$ cat config.mk
export PLATFORM = sky130hd
export DESIGN_NAME = sdcm_front_flat
export DESIGN_NICKNAME = d
export VERILOG_FILES = /design/src/sv/sdcm_pkg.sv /design/src/sv/sdcm_if.sv /design/src/sv/sdcm_front.sv /design/src/flat_wrapper.sv
export SDC_FILE = /design/constraint.sdc
export NUM_CORES = 1
export LEC_CHECK = 0
export ABC_AREA = 0
export ABC_CLOCK_PERIOD_IN_PS = 7800
export BUFFER_PORTS_ARGS = -buffer_cell sky130_fd_sc_hd__buf_2
export CAP_MARGIN = 10
export CORE_MARGIN = 2
export CORE_UTILIZATION = 52
export DETAILED_ROUTE_END_ITERATION = 10
export GPL_TIMING_DRIVEN = 0
export PLACE_DENSITY = 0.81
export SYNTH_ARGS = -nofsm -noshare
export SYNTH_HDL_FRONTEND = slang
export SYNTH_SLANG_ARGS = --single-unit
$ cat constraint.sdc
create_clock -name clk -period 7.8 [get_ports clk]
set_clock_uncertainty 0.15 [all_clocks]
set_input_delay 1.56 -clock clk [delete_from_list [all_inputs] [get_ports clk]]
set_output_delay 1.56 -clock clk [all_outputs]
set_load 0.05 [all_outputs]
$ cat src/sv/sdcm_pkg.sv
// Shared types and constants for the concentric square-to-disc mapping unit.
// Holds the wedge codes, the Q30 constants and the Horner divisor schedule.
// Depends on nothing; sdcm_front, sdcm_back and the testbench import it.
package sdcm_pkg;

  localparam int WB = 30;
  localparam int QUO_BITS = WB + 1;
  localparam logic [30:0] W_ONE = 31'h4000_0000;
  localparam logic [29:0] PI_QUARTER = 30'd843314857;
  localparam int OUT_CAP = 32767;
  localparam int RECIP_SHIFT = 33;
  localparam int HORNER_STEPS = 6;
  localparam int LANE_SIN = 0;
  localparam int LANE_COS = 1;

  typedef enum logic [1:0] {
    WEDGE_RIGHT,
    WEDGE_TOP,
    WEDGE_LEFT,
    WEDGE_BOTTOM
  } wedge_t;

  // Each Horner divisor is split into a power of two and an odd factor.
  function automatic int step_shift(int lane, int s);
    int v;
    v = 0;
    if (lane == LANE_SIN) begin
      case (s)
        0: v = 1;
        1: v = 3;
        2: v = 1;
        3: v = 2;
        4: v = 1;
        default: v = 0;
      endcase
    end else begin
      case (s)
        0: v = 2;
        1: v = 1;
        2: v = 3;
        3: v = 1;
        4: v = 2;
        default: v = 1;
      endcase
    end
    return v;
  endfunction

  function automatic int step_odd(int lane, int s);
    int v;
    v = 1;
    if (lane == LANE_SIN) begin
      case (s)
        0: v = 55;
        1: v = 9;
        2: v = 21;
        3: v = 5;
        4: v = 3;
        default: v = 1;
      endcase
    end else begin
      case (s)
        0: v = 33;
        1: v = 45;
        2: v = 7;
        3: v = 15;
        4: v = 3;
        default: v = 1;
      endcase
    end
    return v;
  endfunction

endpackage

$ cat src/sv/sdcm_if.sv
// Handshake interfaces for the square points coming in and the disc points going out.
// Each carries valid, ready and the payload; no package dependency.
interface sdcm_in_if;
  logic        valid;
  logic        ready;
  logic [15:0] square_x;
  logic [15:0] square_y;
  modport source (output valid, square_x, square_y, input ready);
  modport sink (input valid, square_x, square_y, output ready);
endinterface


$ cat src/sv/sdcm_front.sv
// Front end: accepts a square point, centres it and picks the wedge, radius and ratio operands.
// Uses sdcm_pkg and the sdcm_in_if interface.
module sdcm_front
  import sdcm_pkg::*;
#(
  parameter int FRAC_BITS = 15
) (
  input  logic                     clk,
  input  logic                     rst,
  sdcm_in_if.sink                  point,
  output logic                     item_valid,
  input  logic                     item_ready,
  output logic [3*FRAC_BITS+5:0]   item
);

  localparam int AW = FRAC_BITS + 2;
  localparam int CW = ((FRAC_BITS > 16) ? FRAC_BITS : 16) + 2;
  localparam logic [CW-1:0] ONE_C = {{(CW-1){1'b0}}, 1'b1} << FRAC_BITS;

  function automatic logic signed [AW-1:0] centre(logic [15:0] raw);
    logic [CW-1:0] v;
    logic [CW-1:0] d;
    v = CW'(raw);
    if (v > ONE_C) begin
      v = ONE_C;
    end
    d = (v << 1) - ONE_C;
    return d[AW-1:0];
  endfunction

  logic signed [AW-1:0] a, b, na, nb, rv, num, den;
  logic signed [AW-1:0] num_abs, den_abs;
  logic [FRAC_BITS:0]   r, nm, dm;
  wedge_t               wedge;
  logic                 flip, neg;

  always_comb begin
    a = centre(point.square_x);
    b = centre(point.square_y);
    na = -a;
    nb = -b;
    if (a > nb) begin
      if (a > b) begin
        wedge = WEDGE_RIGHT; rv = a; num = b; den = a; flip = 1'b0;
      end else begin
        wedge = WEDGE_TOP; rv = b; num = a; den = b; flip = 1'b1;
      end
    end else begin
      if (a < b) begin
        wedge = WEDGE_LEFT; rv = na; num = b; den = a; flip = 1'b0;
      end else begin
        wedge = WEDGE_BOTTOM; rv = nb; num = a; den = b; flip = 1'b1;
      end
    end
    num_abs = (num < 0) ? -num : num;
    den_abs = (den < 0) ? -den : den;
    r = rv[FRAC_BITS:0];
    if (den == '0) begin
      nm = '0;
      dm = {{FRAC_BITS{1'b0}}, 1'b1};
    end else begin
      nm = num_abs[FRAC_BITS:0];
      dm = den_abs[FRAC_BITS:0];
    end
    neg = ((num < 0) != (den < 0)) != flip;
  end

  assign point.ready = !item_valid || item_ready;

  always_ff @(posedge clk) begin
    if (rst) begin
      item_valid <= 1'b0;
    end else if (point.ready) begin
      item_valid <= point.valid;
    end
  end

  always_ff @(posedge clk) begin
    if (point.valid && point.ready) begin
      item <= {r, nm, dm, wedge, neg};
    end
  end

endmodule

$ cat src/flat_wrapper.sv
// flat-port wrapper written by rule: the top's interface ports become plain ports
module sdcm_front_flat import sdcm_pkg::*;
#(
  parameter int FRAC_BITS = 15
)
  (clk, rst, item_valid, item_ready, item, point_valid, point_square_x, point_square_y, point_ready);
  sdcm_in_if point_i ();
  input  logic clk;
  input  logic rst;
  output logic item_valid;
  input  logic item_ready;
  output logic [3*FRAC_BITS+5:0] item;
  input wire logic [$bits(point_i.valid)-1:0] point_valid;
  input wire logic [$bits(point_i.square_x)-1:0] point_square_x;
  input wire logic [$bits(point_i.square_y)-1:0] point_square_y;
  output wire logic [$bits(point_i.ready)-1:0] point_ready;
  assign point_i.valid = point_valid;
  assign point_i.square_x = point_square_x;
  assign point_i.square_y = point_square_y;
  assign point_ready = point_i.ready;
  sdcm_front #(.FRAC_BITS(FRAC_BITS)) u_core (.clk(clk), .rst(rst), .point(point_i), .item_valid(item_valid), .item_ready(item_ready), .item(item));
endmodule
# [After elaboration in Yosys (flattened, before gate mapping)]
# Cells that the tools add are included.
[op_classes] n_addsub=6 n_lt_le_gt_ge=7 n_eq_ne=2 muxes=18 reduce_logical=4
[op_table] op="17-bit two-way mux" n=6
[op_table] op="16-bit two-way mux" n=6
[op_table] op="16-bit negation" n=3
[op_table] op="17-bit greater-than comparator" n=2
[op_table] op="17-bit by 1-bit less-than comparator with 1-bit output, second input constant" n=2
[op_table] op="17-bit by 16-bit subtractor with 17-bit output, second input constant" n=2
[op_table] op="16-bit greater-than comparator, second input constant" n=2
[op_table] op="17-bit zero test" n=1
[op_table] op="17-bit less-than comparator" n=1
[op_table] op="17-bit negation" n=1
[op_table] op="1-bit two-way mux" n=5
[op_table] op="2-bit two-way mux" n=1
[op_table] op="1-bit inequality test" n=2
[op_table] op="1-bit logical AND" n=1
[op_table] op="1-bit zero test" n=1
[op_table] op="1-bit logical OR" n=1
[totals] register_bits=52 input_bits=36 out_inout_bits=53 word_cells=40

# [Longest topological paths before layout]
[depth] ltp_word=9 ltp_mapped=30 mapped_depth_nobuf=26

# [Least setup slack after synthesis]
# Ideal clock, no wire load.
[synth_path] kind="input to register" startpoint="input port point_square_y[3]" endpoint="register u_core.item[30] (data pin)" setup_ns=0.255 arrival_ns=7.011 t_required_ns=7.395 path_slack_ns=0.384 stages=28 path_buffers=4 path_cell_list="clkbuf_1 nor3_1 nand3_1 o31ai_4 nand2_1 ha_1 o211ai_1 nor3_1 nand3_1 o21a_1 o22ai_1 ha_1 nand3_1 nor4_1 o2111ai_1 a21boi_1 buf_2 nand4_1 nand2_1 buf_4 clkbuf_1 a21oi_1 ha_1 and4_1 o21ai_1 o2bb2a_4 or3_1 and3b_1"
[synth_via] elab_chain_len=8 elab_cells_between_ends=17 classes_between="add/sub: 3; order compare: 5; mux: 8; reduce/logical: 1"
[synth_lines] element="start, declared" line="flat_wrapper.sv:15" source="input wire logic [$bits(point_i.square_y)-1:0] point_square_y;"
[synth_lines] element="16-bit greater-than comparator" line="sdcm_front.sv:24" source="if (v > ONE_C) begin"
[synth_lines] element="16-bit two-way mux *" line="sdcm_front.sv:24"
[synth_lines] element="17-bit by 16-bit subtractor with 17-bit output *" line="sdcm_front.sv:27" source="d = (v << 1) - ONE_C;"
[synth_lines] element="17-bit negation (tied with other cells)" line="sdcm_front.sv:41" source="nb = -b;"
[synth_lines] element="17-bit greater-than comparator (tied with other cells)" line="sdcm_front.sv:42" source="if (a > nb) begin"
[synth_lines] element="17-bit two-way mux" line="sdcm_front.sv:42"
[synth_lines] element="16-bit negation or 17-bit by 1-bit less-than comparator with 1-bit output (tied branches)" line="sdcm_front.sv:55" source="num_abs = (num < 0) ? -num : num;"
[synth_lines] element="16-bit two-way mux" line="sdcm_front.sv:55"
[synth_lines] element="end signal, assigned" line="sdcm_front.sv:80" source="item <= {r, nm, dm, wedge, neg};"
[synth_lines] element="end, declared" line="sdcm_front.sv:13" source="output logic [3*FRAC_BITS+5:0] item"
# Mark *: on every way between the ends. The rest lies on a longest branch, timed or not.
# A chain may end at the register's enable or synchronous reset.

# [Worst setup path after layout]
# Ends and elaborated chain as after synthesis.

==> qor.txt <==
status: completed
share of post-route cells with drive strength above 1: 0.2288
Max VDD drop: 0.09089 mV
placed cell areas: 5702 sq um
DRC: 0
Clock power frac: 0.159
first-pass GRT wire length: 26850 um
ys flop type: edfxtp_1
initial core utilization: 0.5286
Area Overhead vs Synth: 18.32%
Slew @ Worst Pin: 0.8143 ns
Hold Fails Final Rpt: 0
crit path max-delay cell type: or4_4
Switching Share: 0.4635
Worst-Skew Late Latency: 0.31 ns
Avg Cell Area, Syn: 8.152 sq um
dpl hpwl: 13390 um
Hold Path Class: reg2reg
crit-path max FO: 10
period utilization: 0.9675
Synth Warn #: 0
cts hold-fix bufs: 0
Mapped Cells: 625
Inserted Diodes: 0
Via Count: 5390
CP Class: in2reg
TritonCTS clock tree: built
Die Y: 103.0 um
DIE WIDTH: 103.0 um
sequential share of power: 0.302
power share of the combinational group: 0.540
Req. time, crit path: 7.73 ns
Tmin final: 7.547 ns
initial antenna violation count: 0
post-layout instance area: 6028 sq um
Placer Congestion: 0.9701
Cell variety after synth: 75
1st-pass router iterations: 7
total power: 1.200 mW
largest net degree at the start of global routing: 32
final net count: 801
1st-iter DRT viols: 605
CTS Root Cell: clkbuf_8
Post-synth EDFFs: 49
H-tree depth: 2
Std-Cell Rows: 36
routed wire length: 17660 um
Yosys reg bits: 50
Reg clk slew, reported paths: 0.09 ns
Global Route Usage Sum: 0.3354
Fmax: 132.5 MHz
Core Area: 9639 sq um
CP startpoint kind: input pin
PwrDens: 199.1 nW/um^2
WP data arrival: 7.47 ns
sw power: 556.4 uW
full die area: 10610 sq um
number of global-route vias before repair: 4969
Routed wire per std cell: 20.46 um
Setup Total Neg Slack: 0 ns
Overflow after GRT: 0
# IOs: 89
register area share after synthesis: 0.2927
Crit. End Element: flop
clk buf depth: 2
Pleak: 2.529 nW
Util after Layout: 0.6254
IO Port Bufs: 83
Max Cap Viol: 0
Int Power: 643.9 uW
Netlist Area Pre-Place: 5095 sq um
clk sinks: 50
Slew Limit Fails: 0
Post-synth ARST share: 0
Worst path max stage delay: 0.43 ns
CTS Buf Count: 5
vias per cell: 6.246
Rel. slew slack: 0.4571
hold_ws: 0.3838 ns
antenna-violating nets left: 0
final setup vio count: 0
[sequential cells by signal (all words and copies together) (netlist names)]
| register | flops |
|---|---|
| u_core.item | 49 |
| u_core.item_valid | 1 |
[stage by stage]
stage               worst slack (ns)  cells
finish                        0.2534    863
global route                -0.05894    863
CTS                          0.04167    852
detailed placement            -1.302    843
global placement              -1.240    842
floorplan                     0.3836    626
[cell usage after synthesis (all sizes together) (5+ instances only)]
cell type,n,area share
nand4,7,0.0098
buf,17,0.020
o211ai,7,0.011
a31oi,6,0.010
nor3,29,0.032
nor2b,8,0.0098
a211oi,8,0.012
xor2,14,0.024
and2,6,0.0074
o22ai,7,0.0086
edfxtp,49,0.29
nand2b,12,0.015
xnor2,23,0.040
mux2i,11,0.022
clkbuf,21,0.015
or3,5,0.0061
o21ai,37,0.036
nor4,8,0.011
nand2,55,0.041
nor2,72,0.053
inv,21,0.015
o31ai,6,0.012
ha,36,0.088
nor3b,6,0.0088
a21oi,66,0.066
nand3,30,0.029
[final timing paths]
path                           from           endpoint  slack, ns  depth (start not counted)
setup / recovery  point_square_y[3]    u_core.item[30]       0.25                         30
hold / removal    u_core.item_valid  u_core.item_valid       0.38                          2
setup reg to reg  u_core.item_valid     u_core.item[0]       6.16                          3
hold reg to reg   u_core.item_valid  u_core.item_valid       0.38                          2
[layout make-up]
cell class | instances | area, sq um
fillers | 900 | 3611
multi-input cells | 515 | 3456
flip-flops and latches | 50 | 1491
clock inverters | 3 | 43.79
repair buffers | 97 | 533.0
clock buffers | 5 | 68.82
well taps | 133 | 166.4
inverters | 23 | 86.33
plain buffers | 37 | 182.7
[cells by family after synthesis]
group,after synthesis,synth area share
flip-flops,50,0.2927
AND/OR/NAND/NOR,252,0.2441
multiplexers,15,0.03045
other,1,0.0007360
XOR/XNOR,37,0.06360
adder cells (fa/ha/maj),36,0.08841
AO/OA/AOI/OAI,173,0.2274
buffers and inverters,61,0.05256
[metal layers]
| layer | vias up | GRT usage | part of all wire |
|---|---|---|---|
| li1 | 2500 | - | - |
| met1 | 2510 | 0.4636 | 0.42 |
| met2 | 329 | 0.5410 | 0.46 |
| met3 | 51 | 0.04678 | 0.091 |
| met4 | 0 | 0.1103 | 0.028 |
| met5 | - | 0 | 0 |
[layout by cell type, fill, tap and decap left out, drive strengths merged, types with 5 or more instances in the layout]
cell type	instances
nor3	29
o31ai	6
nand2b	12
clkbuf	25
o211ai	7
nor3b	6
and2	6
nand2	55
o21ai	37
mux2i	11
xor2	14
nor4	8
nor2b	8
a31oi	6
ha	36
or3	5
o22ai	7
edfxtp	49
xnor2	23
a211oi	8
a21oi	66
nor2	72
nand4	7
nand3	30
inv	22
buf	114
[power by group through the flow]
stage                     Combinational [mW]  Sequential (mW)  Clock (mW)
after floorplan                        0.314            0.513           0
after global placement                 0.605            0.369           0
after detailed placement               0.610            0.369           0
after CTS                              0.619            0.363       0.195
after global routing                   0.691            0.368       0.202
final                                  0.648            0.362       0.190
[worst max-delay path: cells and delay by family]
family / cells / cell delay (ns)
buffers and inverters: 6 / 1.08
AND/OR/NAND/NOR: 12 / 2.36
AO/OA/AOI/OAI: 9 / 1.66
adder cells (fa/ha/maj): 3 / 0.79
[repair_timing]
action | in CTS | in global routing
pin swaps | 2 | 9
buffers inserted | 1 | 12
gates resized for setup | 16 | 15
setup endpoints to repair | 25 | 23
Power figures use the tool's default switching activity.
