### config.mk
export PLATFORM = sky130hd
export DESIGN_NAME = sdcm_queue
export DESIGN_NICKNAME = d
export VERILOG_FILES = /design/src/sv/sdcm_queue.sv
export SDC_FILE = /design/constraint.sdc
export NUM_CORES = 1
export LEC_CHECK = 0
export ABC_AREA = 0
export BUFFER_PORTS_ARGS = -buffer_cell sky130_fd_sc_hd__buf_2
export CORE_ASPECT_RATIO = 1.2
export CORE_MARGIN = 5
export CORE_UTILIZATION = 42
export DETAILED_ROUTE_END_ITERATION = 8
export HOLD_SLACK_MARGIN = 0.03
export PLACE_DENSITY = 0.68
export SLEW_MARGIN = 40
export SYNTH_ARGS = -nofsm -noshare
export SYNTH_HDL_FRONTEND = slang
export SYNTH_SLANG_ARGS = --single-unit
### constraint.sdc
create_clock -name clk -period 2.32 [get_ports clk]
set_input_delay 0.464 -clock clk [delete_from_list [all_inputs] [get_ports clk]]
set_output_delay 0.464 -clock clk [all_outputs]
set_load 0.01 [all_outputs]
### src/sv/sdcm_queue.sv
// Four-entry queue that decouples the front end from the arithmetic back end.
// Generic payload width; no package dependency.
module sdcm_queue #(
  parameter int W = 8
) (
  input  logic         clk,
  input  logic         rst,
  input  logic         push_valid,
  output logic         push_ready,
  input  logic [W-1:0] push_data,
  output logic         pop_valid,
  input  logic         pop_ready,
  output logic [W-1:0] pop_data
);

  localparam int DEPTH = 4;
  localparam int PW = $clog2(DEPTH);

  logic [W-1:0]  mem [DEPTH];
  logic [PW-1:0] wr_ptr, rd_ptr;
  logic [PW:0]   count;
  logic          push, pop;

  assign push_ready = count != (PW+1)'(DEPTH);
  assign pop_valid = count != '0;
  assign pop_data = mem[rd_ptr];
  assign push = push_valid && push_ready;
  assign pop = pop_valid && pop_ready;

  always_ff @(posedge clk) begin
    if (rst) begin
      wr_ptr <= '0;
      rd_ptr <= '0;
      count <= '0;
    end else begin
      if (push) begin
        wr_ptr <= wr_ptr + 1'b1;
      end
      if (pop) begin
        rd_ptr <= rd_ptr + 1'b1;
      end
      if (push && !pop) begin
        count <= count + 1'b1;
      end else if (pop && !push) begin
        count <= count - 1'b1;
      end
    end
  end

  always_ff @(posedge clk) begin
    if (push) begin
      mem[wr_ptr] <= push_data;
    end
  end

endmodule

# After elaboration in Yosys (flattened, before gate mapping)
# Memories as Yosys holds them, arrays and structs flattened. A register that Yosys moved wholly into a read port is not among the register bits.
# Index checks and enable logic that the tools add are counted.
# totals
latchBits	0
register_bits	7
mem_count	1
romBits	0
word_cells	23
out_inout_bits	10
in_bits	12
ramBits	32
# classes
n_addsub	4
bitwise	0
n_mux	6
shift	0
reduce_logical	8
mul	0
eq_ne	1
n_div	0
magnitude_cmp	0
# mem_list
memory	words	width	read_ports	rd_clocked_by_memory_dff	wr	line	rtl
mem	4	8	1	1	1	19	logic [W-1:0] mem [DEPTH];
# op_table
cell	n
$mux 3	2
$add 2x1->2 const B	2
$logic_and 1x1->1	4
$mux 2	2
$add 3x1->3 const B	1
$ne 3x3->1 const B	1
$reduce_bool 3->1	1
$sub 3x1->3 const B	1
$logic_not 1->1	2
$mux 1	2
$reduce_bool 2->1	1

# Logic depth before layout (Yosys ltp)
# Gate-level depths: netlist (run 1).
# depth
depth_word	6
ltp_mapped	8
depth_no_buf	8

# Worst setup path before layout (run 1)
# No wires, ideal clock.
# synth_path
kind	register -> register
startpoint	register count[0]
endpoint	register count[2]
path_slack_ns	0.330
period_less_slack_ns	1.990
setup_ns	0.070
n_path_buf	0
required_ns	2.250
path_stages_with_launch	9
t_arrival_ns	1.920
cell_sequence	dfxtp_1 -> nor2_2 -> a21boi_4 -> ha_1 -> inv_1 -> fa_1 -> xor2_1 -> or3_1 -> a21oi_1
# synth_via
elab_chain_cells	5
word_cells_on_any_way	13
classes_between	add/sub (2); eq/ne (1); mux (2); reduce/logical (8)
# synth_rtl
element	line	rtl
start, declared	21	logic [PW:0] count;
start signal, assigned	43	count <= count + 1'b1;
start signal, assigned	45	count <= count - 1'b1;
$ne 3x3->1 (*)	24	assign push_ready = count != (PW+1)'(DEPTH);
$logic_and 1x1->1 (*)	27	assign push = push_valid && push_ready;
named net push	22	logic push, pop;
$logic_not 1->1	44	end else if (pop && !push) begin
$logic_and 1x1->1	44	
$reduce_bool 2->1 (no line)	-	
# Mark *: on every way through the listed nets, which the timed path passes. The rest lies on a longest branch. The select of a mux whose other input is x is not followed.
# A chain may end at the register's enable or synchronous reset.

# Worst setup path after layout (run 1)
# Ends and elaborated chain as after synthesis.

==> results of run 1 <==
final timing paths:
path / startpoint / slack (ns) / end / cells past startpoint
max: count[0] / 0.15 / count[2] / 8
min: push_data[5] / 0.38 / mem[3][5] / 1
max reg2reg: count[0] / 0.15 / count[2] / 8
min reg2reg: wr_ptr[1] / 0.52 / wr_ptr[1] / 2
critical path, cell delays in order, from the launching register on:
cell and delay (ns):
dfxtp_1 0.49, nor2_2 0.09, a21boi_4 0.26, ha_1 0.23
inv_1 0.07, fa_1 0.37, xor2_1 0.15, or3_1 0.30
a21oi_1 0.14
power by group through the flow:
| stage | combinational [W] | clock [W] | sequential [W] |
|---|---|---|---|
| detailed placement | 0.000539 | 0 | 0.00101 |
| floorplan | 0.000407 | 0 | 0.000970 |
| global placement | 0.000527 | 0 | 0.00101 |
| finish | 0.000531 | 0.000548 | 0.000993 |
| CTS | 0.000541 | 0.000562 | 0.000997 |
| global route | 0.000582 | 0.000601 | 0.00101 |
placed cells by master (no fill, tap or decap), types with 2 or more instances in the layout:
master    instances
and2_1            4
buf_2            21
inv_1             3
edfxtp_1         32
clkbuf_8          5
nand2b_1          2
xor2_1            4
nor2_1            7
mux4_2            8
dfxtp_1           9
mux2i_1           2
ha_1              5
registers in the layout, summed over array words and instances (netlist names), named ones only:
signal  cells
mem        32
rd_ptr      2
wr_ptr      2
count       3
synth_stat cells (all sizes together):
master and count:
edfxtp 32, dfxtp 9, mux4 8, nor2 8
ha 5, and2 4, xor2 4, inv 3
clkbuf 2, mux2i 2, nand2b 2, or3 2
a21boi 1, a21oi 1, buf 1, fa 1
mux2 1, nand2 1, o21ai 1, o311ai 1
o31ai 1
stage by stage:
| step | area (um^2) | total power, W | utilization (%) | setup WS (ns) |
|---|---|---|---|---|
| after floorplan | 1640 | 0.00138 | - | 0.330 |
| final | 1910 | 0.00207 | 51.7 | 0.153 |
| after global placement | 1800 | 0.00153 | 48.7 | 0.255 |
| after global routing | 1910 | 0.00219 | 51.7 | 0.0112 |
| after CTS | 1910 | 0.00210 | 51.7 | 0.154 |
| after detailed placement | 1800 | 0.00155 | 48.7 | 0.161 |
layout make-up:
type	instances	area share (%)
flip-flops and latches	41	59.7
multi-input cells	43	24.6
clock inverters	3	2.16
repair buffers	22	5.89
well taps	52	3.41
inverters	3	0.589
clock buffers	5	3.60
cells by family after synthesis:
logic type	Yosys count	synth area share, %
buffers and inverters	6	1.60
DFF	41	69.7
xor gates and xnor gates	4	2.14
AOI/OAI and AO/OA	5	3.06
adders and majority gates	6	5.04
muxes	11	13.1
and+or+nand+nor	17	5.35
routing by layer:
metal,up-vias,GRT usage (%)
met5,-,0
met4,0,5.48
met3,5,5.00
met2,23,19.1
met1,408,12.2
li1,390,-
==> summary.txt, run 1 <==
Status
  – Status: complete, no violations

Floorplan
  – Die area: 5250 um^2
  – FP Rows: 24
  – Initial Util: 44.3%
  – Core ar.: 3690 um^2
  – Chip width: 67.0 um
  – Die H: 78.4 um
  – Io pins: 22

Power and ir drop
  – Reg power frac: 47.9%
  – Sw Ratio: 27.8%
  – Clock share of power: 26.5%
  – Power Dens Cells: 1080 nW/um^2
  – VDD IR max: 0.521 mV
  – Comb pwr share: 25.6%
  – Pint: 0.00150 W
  – P_leak: 0.692 nW
  – Total net switching power: 0.000576 W

STA
  – Final Hold Fails: 0
  – TNS Setup: 0 ns
  – Min cycle time layout: 2.17 ns
  – Measured slew at the worst slew-check pin: 0.456 ns
  – Final hold slack: 0.382 ns
  – Final period util: 93.4%
  – RSZ-0062 raised after global routing: false
  – Setup-failing EPs final: 0
  – Fmax: 461 MHz
  – Slew Limit Fails: 0
  – Rel. slew slack: 69.6%
  – Worst Skew: 0.00421 ns

Global routing
  – First-pass GRT wire length: 4330 um
  – Grt ovf: 0
  – Antenna violations before repair: 0
  – GRT Overall Usage: 11.4%
  – Pin count of the biggest net entering global routing: 14
  – Number of global-route vias before repair: 921

Synthesis
  – Avg Synthesized Cell Area: 18.2 um^2
  – Yosys top cell by area: edfxtp_1
  – Number of library cell types mapped by synthesis: 23
  – Synthesized cell area: 1640 um^2
  – Instance count of the mapped netlist: 90
  – Top cells by area, synth: edfxtp_1 (59%), dfxtp_1 (11%), mux4_2 (11%)
  – Synth Warn #: 0
  – Register bit count reported by yosys: 41
  – Top-area cell type share of the netlist area: 58.7%
  – Seq/Total Area, Yosys: 69.7%
  – Post-synth net total: 108

Worst setup path
  – Worst Setup End Kind: flop
  – Required @ worst endpoint: 2.54 ns
  – Worst Setup Start Kind: flop
  – CP Class: reg -> reg
  – Worst-path maximum fanout: 7
  – CP Data Arrival Time: 2.39 ns

Routing
  – Met1 WL: 1080 um
  – Initial DRC Count: 46
  – Antenna viol nets, final: 0
  – Total wire length: 2640 um
  – DRT Pass-1 Iters: 4
  – Top layer in use: met4
  – # DRC: 0
  – Via count: 826
  – Detail-routed net length per standard cell: 15.6 um
  – Metal3 WL: 170 um
  – Routed length on met2: 1340 um
  – Vias/cell: 4.89

Clocking
  – Post-CTS setup buffer count: 0
  – CTS sink count: 41
  – Hold buffer count at CTS: 0
  – Total CTS buffers: 5
  – Worst-path clk slew: 0.07 ns
  – H-tree levels: 2
  – Maximum clock path buffer count: 2
  – Clk_lat worst skew: 0.29 ns
  – Root buffer cell: clkbuf_8
  – CTS tree: built
  – CTS-repair resized insts: 0

Placed design
  – Placed cell count: 161
  – Gpl congestion: 0.668
  – # port buffers: 21
  – DP HPWL: 1900 um

Hold path
  – Hold Path Class: in -> reg

Finish
  – NumNets Final: 134
  – Flip-flop and latch area: 1140 um^2
  – Multi-input gate area: 470 um^2
  – Final std cells w/o fill: 169
  – Share of post-route cells with drive strength above 1: 35.9%
  – Fill count: 315
  – ANT cells: 0
  – P&R area growth vs syn: 16.7%

Flow run
  – Max Cap Violations: 0
Note: power is estimated with default switching activity, not from simulation.
==> inputs of run 2 (changes only) <==
- SETUP_SLACK_MARGIN: not set -> 0.2
==> run 2 against run 1 <==
Against the previous run:
- flip-flop and latch count unchanged
- critical endpoint is now pop_data[6]
- sequential share of layout area down 0.42 points
- largest power group unchanged
- via count up 0.12%
- utilization rose by 0.54 points
==> summary.txt, run 2 (same netlist as run 1, synthesis figures left out) <==
Finish
  – Fin area: 1930 um^2
  – Fill count: 316
  – Flip-flop and latch area: 1140 um^2
  – NumNets Final: 135
  – ANT cells: 0
  – P&R area growth vs syn: 17.9%
  – Biggest regs: mem x32, count x3
  – Final std cells w/o fill: 170
  – Commonest cells after routing, fill and taps aside: edfxtp_1 (32), buf_2 (21), mux4_2 (8)
  – Multi-input gate area: 479 um^2
  – Max reg flops: 32
  – Largest Register: mem
  – Share of post-route cells with drive strength above 1: 39.0%
  – Most common cell after layout, fill and taps aside: edfxtp_1

Placed design
  – DP HPWL: 1900 um
  – Placed cell count: 161
  – Placed cell area: 1800 um^2
  – Gpl congestion: 0.668
  – Post-Place Worst Slack: 0.161 ns
  – # port buffers: 21

Worst setup path
  – Worst R2R Start: count[2]
  – Worst Setup Start Kind: flop
  – Worst-path maximum fanout: 5
  – CP Data Arrival Time: 1.54 ns
  – Setup slack, reg-to-reg: 0.32 ns
  – CP Class: reg -> out
  – Worst Setup End Kind: output pin
  – Required @ worst endpoint: 1.86 ns
  – Worst R2R End: count[2]
  – Worst reg-to-reg path cell count: 7

Floorplan
  – FP Rows: 24
  – Die H: 78.4 um
  – Die area: 5250 um^2
  – Io pins: 22
  – Core ar.: 3690 um^2
  – Chip width: 67.0 um
  – Initial Util: 44.3%

Global routing
  – GRT Overall Usage: 11.6%
  – Pin count of the biggest net entering global routing: 14
  – Antenna violations before repair: 0
  – Number of global-route vias before repair: 925
  – Grt ovf: 0
  – First-pass GRT wire length: 4370 um

Clocking
  – Clk_lat worst skew: 0.29 ns
  – Maximum clock path buffer count: 2
  – Hold buffer count at CTS: 0
  – Worst-path clk slew: 0.07 ns
  – Total CTS buffers: 5
  – H-tree levels: 2
  – CTS sink count: 41
  – CTS tree: built
  – Root buffer cell: clkbuf_8

Power and ir drop
  – P_leak: 0.699 nW
  – Power Dens Cells: 1080 nW/um^2
  – Sw Ratio: 27.9%
  – Clock share of power: 26.1%
  – VDD IR max: 0.466 mV
  – Pint: 0.00151 W
  – Total net switching power: 0.000584 W
  – Overall power: 0.00209 W
  – Comb pwr share: 25.9%
  – Reg power frac: 48.0%

Routing
  – Detail-routed net length per standard cell: 15.8 um
  – Via count: 827
  – Initial DRC Count: 50
  – Total wire length: 2680 um
  – DRT Pass-1 Iters: 4
  – # DRC: 0
  – Vias/cell: 4.86
  – Antenna viol nets, final: 0

Hold path
  – Hold path endpoint: mem[3][5]
  – Hold Path Class: in -> reg
  – HP Start: push_data[5]
  – Hold path depth: 1

STA
  – Fin worst setup slack: 0.311 ns
  – Rel. slew slack: 69.8%
  – Final Hold Fails: 0
  – Min cycle time layout: 2.01 ns
  – Measured slew at the worst slew-check pin: 0.453 ns
  – Worst Skew: 0.00492 ns
  – RSZ-0062 raised after global routing: false
  – Fmax: 498 MHz
  – Slew Limit Fails: 0
  – TNS Setup: 0 ns
  – Setup-failing EPs final: 0
  – Final period util: 86.6%

Flow run
  – Max Cap Violations: 0

Status
  – Status: complete, no violations
## run 2: worst max-delay path, cell delays in order, from the launching register on
cell and delay [ns]:
dfxtp_2 0.39, buf_4 0.20, mux4_2 0.51, buf_2 0.16
## run 2: worst max path at each step
| stage | start | to |
|---|---|---|
| after floorplan | count[0] | count[2] |
| after global routing | count[2] | count[2] |
| after CTS | count[0] | count[2] |
| after detailed placement | count[0] | count[2] |
| after global placement | push_valid | count[2] |
| final | flop | pop_data[6] |
## run 2: repair_timing
action / CTS / global route
buffers inserted: 0 / 1
gates resized for setup: 3 / 1
endpoints found under the setup margin: 3 / 1
pin swaps: 0 / 1
## run 2: metrics by stage
stage | hold slack [ns] | util, %
5_1_grt | 0.363 | 52.3
4_1_cts | 0.375 | 51.8
6_report | 0.383 | 52.3
2_1_floorplan | 0.482 | -
3_5_place_dp | 0.514 | 48.7
3_3_place_gp | 0.499 | 48.7
## run 2: final cells by class
type	instances	share of cell area, %
well taps	52	3.37
inverters	3	0.583
clock buffers	5	3.56
repair buffers	23	6.22
flip-flops and latches	41	59.3
clock inverters	3	2.14
multi-input cells	43	24.8
## run 2: layer usage
layer / routed length (um) / vias up / share of wire (%) / global-route usage, %
met5: 0 / - / 0 / 0
met4: 48 / 0 / 1.8 / 5.48
met3: 182 / 5 / 6.8 / 5.00
met2: 1400 / 23 / 52 / 19.5
met1: 1050 / 408 / 39 / 12.2
li1: - / 391 / - / -
## run 2: power by group through the flow
stage	logic, W	registers (W)	clock network [W]
finish	0.000541	0.00101	0.000546
floorplan	0.000407	0.000970	0
global placement	0.000527	0.00101	0
CTS	0.000541	0.00100	0.000562
global route	0.000591	0.00102	0.000601
detailed placement	0.000539	0.00101	0
